**src/lcf_pkg.sv**
```systemverilog
// Shared types and constants for the linear convolution FIR.
// No dependencies; every other file in src imports this package.
`timescale 1ns / 1ps

package lcf_pkg;

  // Field widths fixed by the word formats
  localparam int SAMPLE_W     = 16;
  localparam int TAP_IDX_W    = 6;
  localparam int Y_W          = 40;
  localparam int CFG_W        = 7;
  localparam int MAX_TAPS_DEF = 64;

  // Input word mode codes
  localparam logic MODE_LOAD   = 1'b0;
  localparam logic MODE_SAMPLE = 1'b1;

  typedef struct packed {
    logic                       mode;
    logic [TAP_IDX_W-1:0]       tap_index;
    logic signed [SAMPLE_W-1:0] value;
    logic                       last;
  } in_word_t;

  typedef struct packed {
    logic signed [Y_W-1:0] y_value;
    logic                  last_out;
  } out_word_t;

  // Controls broadcast to every cell of the chain
  typedef struct packed {
    logic shift;
    logic clear;
  } cell_ctl_t;

endpackage

```
**src/lcf_cell.sv**
```systemverilog
// One tap cell of the FIR chain: coefficient, delayed sample, product and partial sum.
// Depends on lcf_pkg.
`timescale 1ns / 1ps

module lcf_cell
  import lcf_pkg::*;
(
  input  logic                       clk,
  input  logic                       rst_n,
  input  cell_ctl_t                  ctl,
  input  logic                       coef_we,
  input  logic signed [SAMPLE_W-1:0] coef_in,
  input  logic signed [SAMPLE_W-1:0] samp_in,
  output logic signed [SAMPLE_W-1:0] samp_out,
  input  logic                       start,
  input  logic                       tok_in,
  input  logic signed [Y_W-1:0]      sum_in,
  output logic                       tok_out,
  output logic signed [Y_W-1:0]      sum_out
);

  logic signed [SAMPLE_W-1:0]   coef_r, coef_nxt;
  logic signed [SAMPLE_W-1:0]   samp_r, samp_nxt;
  logic signed [Y_W-1:0]        prod_r, prod_nxt;
  logic signed [Y_W-1:0]        sum_r, sum_nxt;
  logic                         tok_r, tok_nxt;
  logic signed [2*SAMPLE_W-1:0] prod_full;

  // Load coefficient on a matching write
  always_comb begin
    coef_nxt = coef_we ? coef_in : coef_r;
  end

  // Clear, advance or hold the delayed sample
  always_comb begin
    if (ctl.clear) begin
      samp_nxt = '0;
    end else if (ctl.shift) begin
      samp_nxt = samp_in;
    end else begin
      samp_nxt = samp_r;
    end
  end

  // Product of this tap, sign extended to the sum width
  assign prod_full = coef_r * samp_r;
  assign prod_nxt  = Y_W'(prod_full);

  // Add this tap when the partial-sum token passes through
  always_comb begin
    tok_nxt = start | tok_in;
    if (start) begin
      sum_nxt = prod_r;
    end else if (tok_in) begin
      sum_nxt = sum_in + prod_r;
    end else begin
      sum_nxt = sum_r;
    end
  end

  always_ff @(posedge clk) begin
    if (!rst_n) begin
      samp_r <= '0;
      tok_r  <= 1'b0;
    end else begin
      samp_r <= samp_nxt;
      tok_r  <= tok_nxt;
    end
  end

  always_ff @(posedge clk) begin
    coef_r <= coef_nxt;
    prod_r <= prod_nxt;
    sum_r  <= sum_nxt;
  end

  assign samp_out = samp_r;
  assign tok_out  = tok_r;
  assign sum_out  = sum_r;

endmodule

```
**config.mk**
```make
export PLATFORM = sky130hd
export DESIGN_NAME = lcf_cell
export DESIGN_NICKNAME = d
export VERILOG_FILES = /design/src/lcf_pkg.sv /design/src/lcf_cell.sv
export SDC_FILE = /design/constraint.sdc
export NUM_CORES = 1
export LEC_CHECK = 0
export ABC_AREA = 1
export BUFFER_PORTS_ARGS = -buffer_cell sky130_fd_sc_hd__buf_2
export CORE_MARGIN = 3
export CORE_UTILIZATION = 45
export CTS_CLUSTER_DIAMETER = 200
export CTS_CLUSTER_SIZE = 12
export DETAILED_ROUTE_END_ITERATION = 10
export PLACE_DENSITY_LB_ADDON = 0.12
export SYNTH_ARGS = -nofsm -noshare
export SYNTH_HDL_FRONTEND = slang
export SYNTH_SLANG_ARGS = --single-unit
```
**constraint.sdc**
```tcl
create_clock -name clk -period 13.26 [get_ports clk]
set_input_delay 1.326 -clock clk [delete_from_list [all_inputs] [get_ports clk]]
set_output_delay 1.326 -clock clk [all_outputs]
set_load 0.01 [all_outputs]
```
# Word level (Yosys, flattened, before mapping)
# Cells that the tools add are included.
classes:
  reduce_logical: 2
  n_mux: 2
  n_mul: 1
  addsub: 1
  n_bitwise: 2
op_table:
  columns: ["op", "count"]
  rows:
  - ["40-bit two-way mux", 2]
  - ["40-bit by 32-bit adder with 40-bit output", 1]
  - ["16-bit by 16-bit multiplier with 32-bit output", 1]
  - ["2-bit nonzero test", 1]
  - ["2-bit OR reduction", 1]
  - ["1-bit NOT", 1]
  - ["1-bit bitwise OR", 1]
word_totals:
  input_bits: 79
  word_cells: 13
  regBits: 105

# Logic depth before layout (Yosys ltp)
# Gate-level depths: netlist of the first run.
depth:
  word_depth: 3
  depth_mapped: 25
  depth_no_buf: 23

# Worst setup path before layout of the first run
# No wires, ideal clock.
synth_timing:
  path_kind: "register to register"
  startpoint: "register samp_r[3] (netlist: samp_out[3])"
  endpoint: "register prod_r[31] (netlist name)"
  arrival_time_ns: 5.519
  setup_slack_ns: 7.628
  setup_ns: 0.113
  path_stages_with_launch: 22
  path_buffers: 2
  path_cell_list: "dfxtp_1 -> clkbuf_1 -> clkbuf_1 -> nand2_1 -> inv_1 -> fa_1 -> fa_1 -> inv_1 -> fa_1 -> fa_1 -> fa_1 -> fa_1 -> inv_1 -> ha_1 -> nand2_1 -> nor3_1 -> nand2_1 -> or2_1 -> nand3_1 -> inv_1 -> nand3_1 -> nand2_1"
synth_via:
  elab_chain_cells: 1
synth_rtl:
  columns: ["item", "line_no", "text"]
  rows:
  - ["start: declaration", "lcf_cell.sv:23", "logic signed [SAMPLE_W-1:0] samp_r, samp_nxt;"]
  - ["start signal: assignment", "lcf_cell.sv:66", "samp_r <= samp_nxt;"]
  - ["16-bit by 16-bit multiplier with 32-bit output", "lcf_cell.sv:46", "assign prod_full = coef_r * samp_r;"]
  - ["via prod_full[31]", "lcf_cell.sv:27", "logic signed [2*SAMPLE_W-1:0] prod_full;"]
# The timed path passes the listed nets, and every way through them passes these cells.
# A chain may end at the register's enable or synchronous reset.

# Final worst setup path of the first run
layout_timing:
  startpoint: "register samp_r[1] (netlist: samp_out[1])"
  endpoint: "register prod_r[24]"
layout_via:
  elab_chain_cells: 1
layout_rtl:
  columns: ["item", "line_no", "text"]
  rows:
  - ["16-bit by 16-bit multiplier with 32-bit output", "lcf_cell.sv:46", null]
  - ["via prod_full[24]", "lcf_cell.sv:27", null]
  - ["end signal: assignment", "lcf_cell.sv:73", "prod_r <= prod_nxt;"]
  - ["end: declaration", "lcf_cell.sv:24", "logic signed [Y_W-1:0] prod_r, prod_nxt;"]
# The timed path passes the listed nets, and every way through them passes these cells.

==> results of run 1 <==
-- per-stage QoR --
step / power [W] / instance area [sq um] / hold WS [ns] / utilization, %
floorplan: 0.00139 / 17200 / 0.505 / -
global placement: 0.00173 / 18300 / 0.533 / 49.2
detailed placement: 0.00174 / 18300 / 0.536 / 49.2
CTS: 0.00204 / 18600 / 0.556 / 50.0
global route: 0.00222 / 18600 / 0.594 / 50.0
finish: 0.00203 / 18600 / 0.550 / 50.0
-- metal layers --
metal	global-route usage, %	part of all wire (%)
met5	0	0
met4	6.13	2.1
met3	2.78	4.5
met2	44.1	50
met1	30.3	43
-- power by group --
| part | leakage (nW) | total [W] | internal, W | switching (W) |
|---|---|---|---|---|
| combinational | 9.68 | 0.00120 | 0.000431 | 0.000767 |
| sequential | 0.982 | 0.000533 | 0.000453 | 0.0000793 |
| clock | 0.154 | 0.000297 | 0.000151 | 0.000146 |
-- registers in the layout (all words and copies together) (netlist names) --
name and flops:
coef_r 16, sum_out 40, prod_r 32, tok_out 1, samp_out 16
-- layout by cell type, fill, tap and decap left out, types with 5 or more instances in the layout --
cell type  count
o21ai_1        7
o21ai_2        5
inv_2         12
xnor2_1       13
nor3_1         6
nand2_2       26
a21oi_2        7
nor2_1        97
o21ai_0       14
a21oi_1       72
or2_2         11
dfxtp_1       49
nand3_1       83
xor2_1        21
edfxtp_1      56
or2_1          6
nand3b_1      15
buf_2        135
clkbuf_16      9
nand2_1      711
inv_1        556
nor2_4         7
fa_1         263
nor2_2        15
nand4_1       19
a21o_1         8
nand3_2        6
ha_1         121
-- path summary, 6_finish.rpt --
path	startpoint	endpoint	slack (ns)	depth (start not counted)
max	samp_out[1]	prod_r[24]	7.13	16
min	prod_r[0]	sum_out[0]	0.55	2
max reg2reg	samp_out[1]	prod_r[24]	7.13	16
min reg2reg	prod_r[0]	sum_out[0]	0.55	2
-- worst min-delay path: stages, from the launching register on --
cell and delay, ns:
dfxtp_1 0.34, nand2_1 0.05, nand2_1 0.06
-- cell usage after synthesis (5+ instances only) --
cell and instances:
nor2_4 7, or2_2 11, inv_1 556, xnor2_1 13
o21ai_0 14, nand4_1 19, nand2_2 25, fa_1 263
nand2_1 712, a21o_1 8, nor2_1 97, nor3_1 6
ha_1 121, o21ai_1 7, edfxtp_1 56, a21oi_1 72
or2_1 6, nand3b_1 15, nand3_2 6, o21ai_2 5
inv_2 12, dfxtp_1 49, a21oi_2 7, nor2_2 15
xor2_1 21, clkbuf_1 67, nand3_1 83, buf_2 5
-- logic make-up (layout without fill, tap and decap cells) --
| group | count (synthesis) | count (layout) |
|---|---|---|
| compound gates | 128 | 128 |
| simple gates | 1009 | 1009 |
| buf+inv | 644 | 727 |
| xor+xnor | 34 | 34 |
| fa+ha+maj | 384 | 384 |
| flops | 105 | 105 |
-- layout make-up --
cell class                 instances  area (sq um)  area share [%]
multi-input combinational       1555         12100            65.2
sequential                       105          2660            14.3
inverter                         572          2150            11.6
timing repair buffer             139           706            3.80
tap                              504           631            3.39
clock buffer                       9           225            1.21
clock inverter                     7          86.3           0.465
==> results_dict.tcl, run 1 <==
set metrics [dict create \
    cts.sinks 105 \
    dr.first_iter.drc_count 736 \
    synth_ff_type "edfxtp_1" \
    grt_usage_pct 24.1 \
    netlist.area_leader.share_pct 30.6 \
    worstHoldPathType "flop to flop" \
    drv_slew 0 \
    peakVddDrop_v 0.0000751 \
    detail-route-antenna-nets 0 \
    setup_violations 0 \
    ys_async_sr_fraction_pct 0 \
    status "complete, no violations" \
    synth_fa_ha_area_share_pct 39.4 \
    cap_violations 0 \
    finalSetupTns_ns 0 \
    synth_xor_area_share_pct 1.73 \
    crit_arrival_ns 6.42 \
    dieArea_sq_um 40600 \
    via_per_inst 4.87 \
    skew_ns 0.0205 \
    crit_path_end_kind "flop" \
    pwr_density_cell_nw_per_um2 109 \
    cpPeakStageDelay_ns 0.82 \
    ys_ff_latch 105 \
    cpMostUsedCell "fa_1" \
    crit_buf_inv 3 \
    clockBufferDepth 2 \
    hold_buffers 0 \
    h-tree-depth 3 \
    synthTopCellsByArea "fa_1, nand2_1, inv_1" \
    clk_pin_slew_worst_paths_ns 0.08 \
    setup_slack_ns 7.13 \
    grt_pass1_vias 14600 \
    path_class "flop to flop" \
    hpwl_um 41000 \
    power_leakage_nw 10.8 \
    syn_area_per_cell_sq_um 7.47 \
    worstMarginPinSlew_ns 0.930 \
    fin_cells 2891 \
    rsz0062_at_grt "false" \
    antenna_found_initial 0 \
    cp_cell_sequence "nand2_1 > inv_1 > fa_1 > fa_1 > fa_1 > fa_1 > fa_1 > inv_1 > fa_1 > inv_1 > ha_1 > nand2_1 > nor3_1 > nand4_1 > nand3_1 > xor2_1" \
    overflow 0 \
    num_rows 70 \
    die_w_um 202 \
    hold_viol 0 \
    die-height_um 202 \
    synthCells 2304 \
    synth_top_area_cell "fa_1" \
    netlist_area_sq_um 17200 \
    cts-resized-gates 0 \
    min_period_over_period_pct 46.3 \
    crit_path_top_delay_cell "dfxtp_1" \
    start_kind "flop" \
    io_pins 136 \
    drt-wirelength-per-cell_um 16.5 \
    gp_congestion 0.963 \
    dp.cells 2875 \
    cts_buffers 9 \
    root_buffer "clkbuf_16" \
    min_period_ns 6.13 \
    area_growth_pct 7.98 \
    dr.pass1.iters 5 \
    fmax_ghz 0.163 \
    io_buffers 135 \
    path_max_fanout 18 \
    grt_start_max_net_pins 41 \
    seq_area_frac_synth_pct 15.5 \
    insertion_delay_ns 0.40 \
    drive_gt1_share_pct 10.6 \
    vias 14100 \
    grt_pass1_wl_um 77500 \
    yosysWarnings 0 \
    synth_edf_count 56 \
    drt-total-wl_um 47800 \
    synthMuxAreaShare_pct 0 \
    place_ws_ns 7.06 \
    post_cts_buffers 0 \
    synth_top_family_by_area "adder cells" \
    drcViolationCount 0 \
    synth_cell_types 42 \
    fin_nets 2845 \
    crit_family "adder cells" \
    max-slew-margin-rel_pct 37.8 \
    coreArea_sq_um 37100 \
    syn-num-nets 2767 \
    cts_tree "done" \
    yosys.area_share.simple_pct 24.9 \
    synth_compound_area_share_pct 4.39 \
    num-fill-cells 3827 \
    cp.required_ns 13.55 \
    initial_core_util_pct 46.3 \
    diodes 0 \
]
No activity file was read; power rests on OpenSTA's default activity.
==> inputs of run 2 (changes only) <==
==> constraint.sdc (replaced) <==
create_clock -name clk -period 5.5 [get_ports clk]
set_input_delay 0.55 -clock clk [delete_from_list [all_inputs] [get_ports clk]]
set_output_delay 0.55 -clock clk [all_outputs]
set_load 0.01 [all_outputs]
==> results_dict.tcl, run 2 (synthesized netlist as in run 1, its figures left out) <==
set metrics [dict create \
    die-height_um 202 \
    worstMarginPinSlew_ns 0.952 \
    final_common_cell "nand2_1" \
    antenna_found_initial 0 \
    diodes 0 \
    crit_arrival_ns 5.69 \
    dieArea_sq_um 40600 \
    post-route-util_pct 54.1 \
    skew_ns 0.0225 \
    pwr_density_cell_nw_per_um2 264 \
    min_period_over_period_pct 98.0 \
    crit_family "adder cells" \
    io_pins 136 \
    status "complete, no violations" \
    peakVddDrop_v 0.000203 \
    cts_buffers 9 \
    start_kind "flop" \
    hpwl_um 41900 \
    cts.sinks 105 \
    grt_pass1_vias 15000 \
    cpPeakStageDelay_ns 0.58 \
    dr.pass1.iters 6 \
    min_period_ns 5.39 \
    fin_nets 2970 \
    path_class "flop to flop" \
    finalPower_w 0.00529 \
    drcViolationCount 0 \
    grt.busiest_layer "met2" \
    whs_ns 0.323 \
    area_growth_pct 16.7 \
    gp_congestion 0.935 \
    num-fill-cells 3739 \
    grtUsageMet1_pct 30.4 \
    die_w_um 202 \
    crit_buf_inv 7 \
    overflow 0 \
    cpMostUsedCell "fa_1" \
    max-slew-margin-rel_pct 36.3 \
    crit_path_top_delay_cell "fa_1" \
    grt_pass1_wl_um 77800 \
    crit_path_end_kind "flop" \
    num_rows 70 \
    hold_buffers 0 \
    root_buffer "clkbuf_16" \
    use_met2_pct 44.0 \
    hold_viol 0 \
    coreArea_sq_um 37100 \
    via_per_inst 4.78 \
    detail-route-antenna-nets 0 \
    drive_gt1_share_pct 18.8 \
    grt_start_max_net_pins 41 \
    cts_tree "done" \
    h-tree-depth 3 \
    grt_usage_pct 24.2 \
    drt-total-wl_um 48000 \
    fmax_ghz 0.186 \
    cp_cell_sequence "buf_6 > buf_6 > nand2_2 > inv_2 > fa_1 > fa_1 > fa_1 > fa_1 > fa_1 > inv_1 > fa_1 > inv_2 > ha_4 > nand2_4 > buf_6 > nor2_4 > inv_4 > nor3_4 > nand3_1 > o211ai_2 > xor2_1" \
    clk_pin_slew_worst_paths_ns 0.09 \
    worstHoldPathType "input port to flop" \
    mostFrequentLayoutCells "nand2_1, inv_1, fa_1" \
    grt_use_met3_pct 2.72 \
    vias 14400 \
    cap_violations 0 \
    initial_core_util_pct 46.3 \
    path_max_fanout 4 \
    io_buffers 135 \
    clockBufferDepth 2 \
    insertion_delay_ns 0.40 \
    setup_violations 0 \
    rsz0062_at_grt "true" \
    cp.required_ns 5.80 \
    power_leakage_nw 11.5 \
    drt-wirelength-per-cell_um 15.9 \
    dr.first_iter.drc_count 619 \
    drv_slew 0 \
    largest_reg_flops 40 \
]
-- run 2: layer usage --
| metal | vias up | wire length [um] |
|---|---|---|
| met5 | - | 0 |
| met4 | 0 | 1290 |
| met3 | 59 | 1860 |
| met2 | 324 | 24100 |
| met1 | 6826 | 20700 |
| li1 | 7204 | - |
-- run 2: power breakdown --
part	internal, W	switching, W	total [W]
Combinational	0.00133	0.00205	0.00338
Sequential	0.00109	0.000139	0.00123
Clock	0.000350	0.000328	0.000678
Total	0.00277	0.00252	0.00529
-- run 2: final cells by class --
| cell class | count | area [sq um] | share of cell area, % |
|---|---|---|---|
| clock buffers | 10 | 229 | 1.14 |
| clock inverters | 5 | 57.6 | 0.287 |
| inverters | 572 | 2150 | 10.7 |
| multi-input cells | 1555 | 12600 | 62.6 |
| flip-flops and latches | 105 | 2670 | 13.3 |
| well taps | 504 | 631 | 3.14 |
| repair buffers | 264 | 1760 | 8.77 |
-- run 2: timing repair --
item	CTS	global route
buffers inserted	2	13
pin swaps	1	57
endpoints found under the setup margin	7	17
gates resized for setup	7	123
-- run 2: path summary, 6_finish.rpt --
check	cells past startpoint	slack (ns)	start	end
worst min-delay path	1	0.32	coef_in[14]	coef_r[14]
worst max-delay path	21	0.11	coef_r[5]	prod_r[25]
worst max register to register	21	0.11	coef_r[5]	prod_r[25]
worst min register to register	2	0.49	samp_out[14]	samp_out[14]
-- run 2: metrics by stage --
step                std cells  cell area (sq um)  setup TNS (ns)  worst slack (ns)
finish                   3015              20100               0             0.111
global placement         2985              19200         -0.0922           -0.0511
CTS                      3002              19500               0            0.0160
global route             3015              20100          -0.467           -0.0885
floorplan                2304              17200               0            0.0259
detailed placement       2985              19200          -0.310            -0.126
==> inputs of run 3 (changes only) <==
--- a/config.mk
+++ b/config.mk
@@ -7,8 +7,10 @@
 export LEC_CHECK = 0
 export ABC_AREA = 1
 export BUFFER_PORTS_ARGS = -buffer_cell sky130_fd_sc_hd__buf_2
+export CELL_PAD_IN_SITES_DETAIL_PLACEMENT = 1
+export CELL_PAD_IN_SITES_GLOBAL_PLACEMENT = 2
 export CORE_MARGIN = 3
-export CORE_UTILIZATION = 45
+export CORE_UTILIZATION = 33
 export CTS_CLUSTER_DIAMETER = 200
 export CTS_CLUSTER_SIZE = 12
 export DETAILED_ROUTE_END_ITERATION = 10
==> results_dict.tcl, run 3 (synthesized netlist as in run 1, its figures left out) <==
set metrics [dict create \
    combPwrFrac_pct 64.3 \
    grt_pass1_wl_um 89900 \
    power_frac_seq_pct 22.5 \
    cts_buffers 9 \
    hpwl_um 49200 \
    min_period_over_period_pct 98.1 \
    drive_gt1_share_pct 18.7 \
    r2r-end "prod_r[31]" \
    grt_pass1_vias 16500 \
    vias 14800 \
    max-slew-margin-rel_pct 30.3 \
    post-route-util_pct 39.8 \
    detail-route-antenna-nets 0 \
    hold_buffers 0 \
    diodes 0 \
    clockBufferDepth 2 \
    setup_violations 0 \
    mostFrequentLayoutCells "nand2_1, inv_1, fa_1" \
    insertion_delay_ns 0.40 \
    worstMarginPinSlew_ns 1.04 \
    drt-wirelength-per-cell_um 17.9 \
    die_w_um 234 \
    power_leakage_nw 11.5 \
    clk_pin_slew_worst_paths_ns 0.09 \
    crit_arrival_ns 5.69 \
    rsz0062_at_grt "true" \
    start_kind "flop" \
    p_sw_w 0.00266 \
    root_buffer "clkbuf_16" \
    netSwitchingFraction_pct 48.6 \
    dr.first_iter.drc_count 405 \
    finalSetupTns_ns 0 \
    path_class "flop to flop" \
    fin_nets 2965 \
    peakVddDrop_v 0.000143 \
    via_per_inst 4.63 \
    hold_path_depth 1 \
    cap_violations 0 \
    drt-total-wl_um 57200 \
    hold_viol 0 \
    overflow 0 \
    worstHoldPathType "input port to flop" \
    die-height_um 234 \
    min_period_ns 5.40 \
    pwr_density_cell_nw_per_um2 268 \
    coreArea_sq_um 51400 \
    reg2reg_setup_slack_ns 0.10 \
    dieArea_sq_um 54900 \
    worstRegToRegCells 22 \
    cts.sinks 105 \
    grt_start_max_net_pins 41 \
    skew_ns 0.0160 \
    cts_tree "done" \
    holdPathEnd "coef_r[14]" \
    io_pins 136 \
    path_max_fanout 5 \
    status "complete, no violations" \
    crit_path_end_kind "flop" \
    r2r_start "coef_r[15]" \
    gp_congestion 0.861 \
    area_growth_pct 18.8 \
    grt_usage_pct 21.4 \
    min-delay-start "coef_in[14]" \
    largest_reg_flops 40 \
    cp.required_ns 5.79 \
    clkPwrFrac_pct 13.2 \
    num_rows 83 \
    drv_slew 0 \
    io_buffers 135 \
    h-tree-depth 3 \
    initial_core_util_pct 33.5 \
    antenna_found_initial 0 \
    final_common_cell "nand2_1" \
    drcViolationCount 0 \
    intPower_w 0.00282 \
    dr.pass1.iters 5 \
    fmax_ghz 0.185 \
]
-- run 3: area by class of cell --
cell class                 instances  area [sq um]
clock buffer                      12           258
timing repair buffer             259          1810
fill                            6371         31000
tap                              680           851
clock inverter                     4          50.0
multi-input combinational       1555         12700
sequential                       105          2670
inverter                         572          2150
-- run 3: through the flow --
step                cell area [sq um]  std cells  setup slack, ns  hold slack, ns  power, W
floorplan                       17200       2304           0.0259           0.505   0.00335
global placement                19400       3147           -0.118           0.501   0.00447
detailed placement              19400       3147           -0.143           0.511   0.00454
CTS                             19800       3163          0.00357           0.289   0.00532
global route                    20400       3187           -0.115           0.299   0.00601
finish                          20400       3187            0.103           0.316   0.00548
-- run 3: worst max path at each step --
stage | slack, ns | startpoint | cells after the start | endpoint
final | 0.10 | coef_r[15] | 22 | prod_r[31]
after global routing | -0.11 | coef_r[15] | 22 | prod_r[31]
after CTS | 0.004 | coef_r[14] | 21 | prod_r[27]
after detailed placement | -0.14 | coef_r[14] | 21 | prod_r[28]
after global placement | -0.12 | coef_r[15] | 20 | prod_r[28]
after floorplan | 0.03 | samp_out[3] | 21 | prod_r[31]
-- run 3: worst max-delay path, cell delays in order, from the launching register on --
cell and delay, ns:
edfxtp_1 0.44, buf_6 0.16, buf_6 0.12, nand2_1 0.06, inv_1 0.05, fa_1 0.51
buf_6 0.15, fa_1 0.48, inv_1 0.05, fa_1 0.49, inv_1 0.06, fa_1 0.52
fa_1 0.58, fa_1 0.46, ha_4 0.32, nand2_2 0.06, nor3_2 0.18, nand2_1 0.11
or2_1 0.23, nand3_2 0.08, inv_1 0.04, nand3_1 0.06, nand2_1 0.05
-- run 3: power by group through the flow --
stage / combinational [W] / sequential [W] / clock (W)
after CTS: 0.00332 / 0.00124 / 0.000760
after global placement: 0.00321 / 0.00125 / 0
final: 0.00352 / 0.00123 / 0.000724
after detailed placement: 0.00328 / 0.00126 / 0
after global routing: 0.00397 / 0.00126 / 0.000781
after floorplan: 0.00210 / 0.00126 / 0
-- run 3: repair_timing --
item,CTS,global route
cloned,0,1
setup buffers,0,23
endpoints found under the setup margin,8,19
pin swaps,3,42
gates resized for setup,17,116
-- run 3: per-layer routing --
| layer | global-route usage [%] | wire length, um | vias up |
|---|---|---|---|
| met3 | 1.99 | 968 | 50 |
| met5 | 0 | 0 | - |
| met1 | 25.5 | 24500 | 7385 |
| li1 | - | - | 7175 |
| met4 | 5.32 | 1190 | 0 |
| met2 | 41.2 | 30500 | 154 |
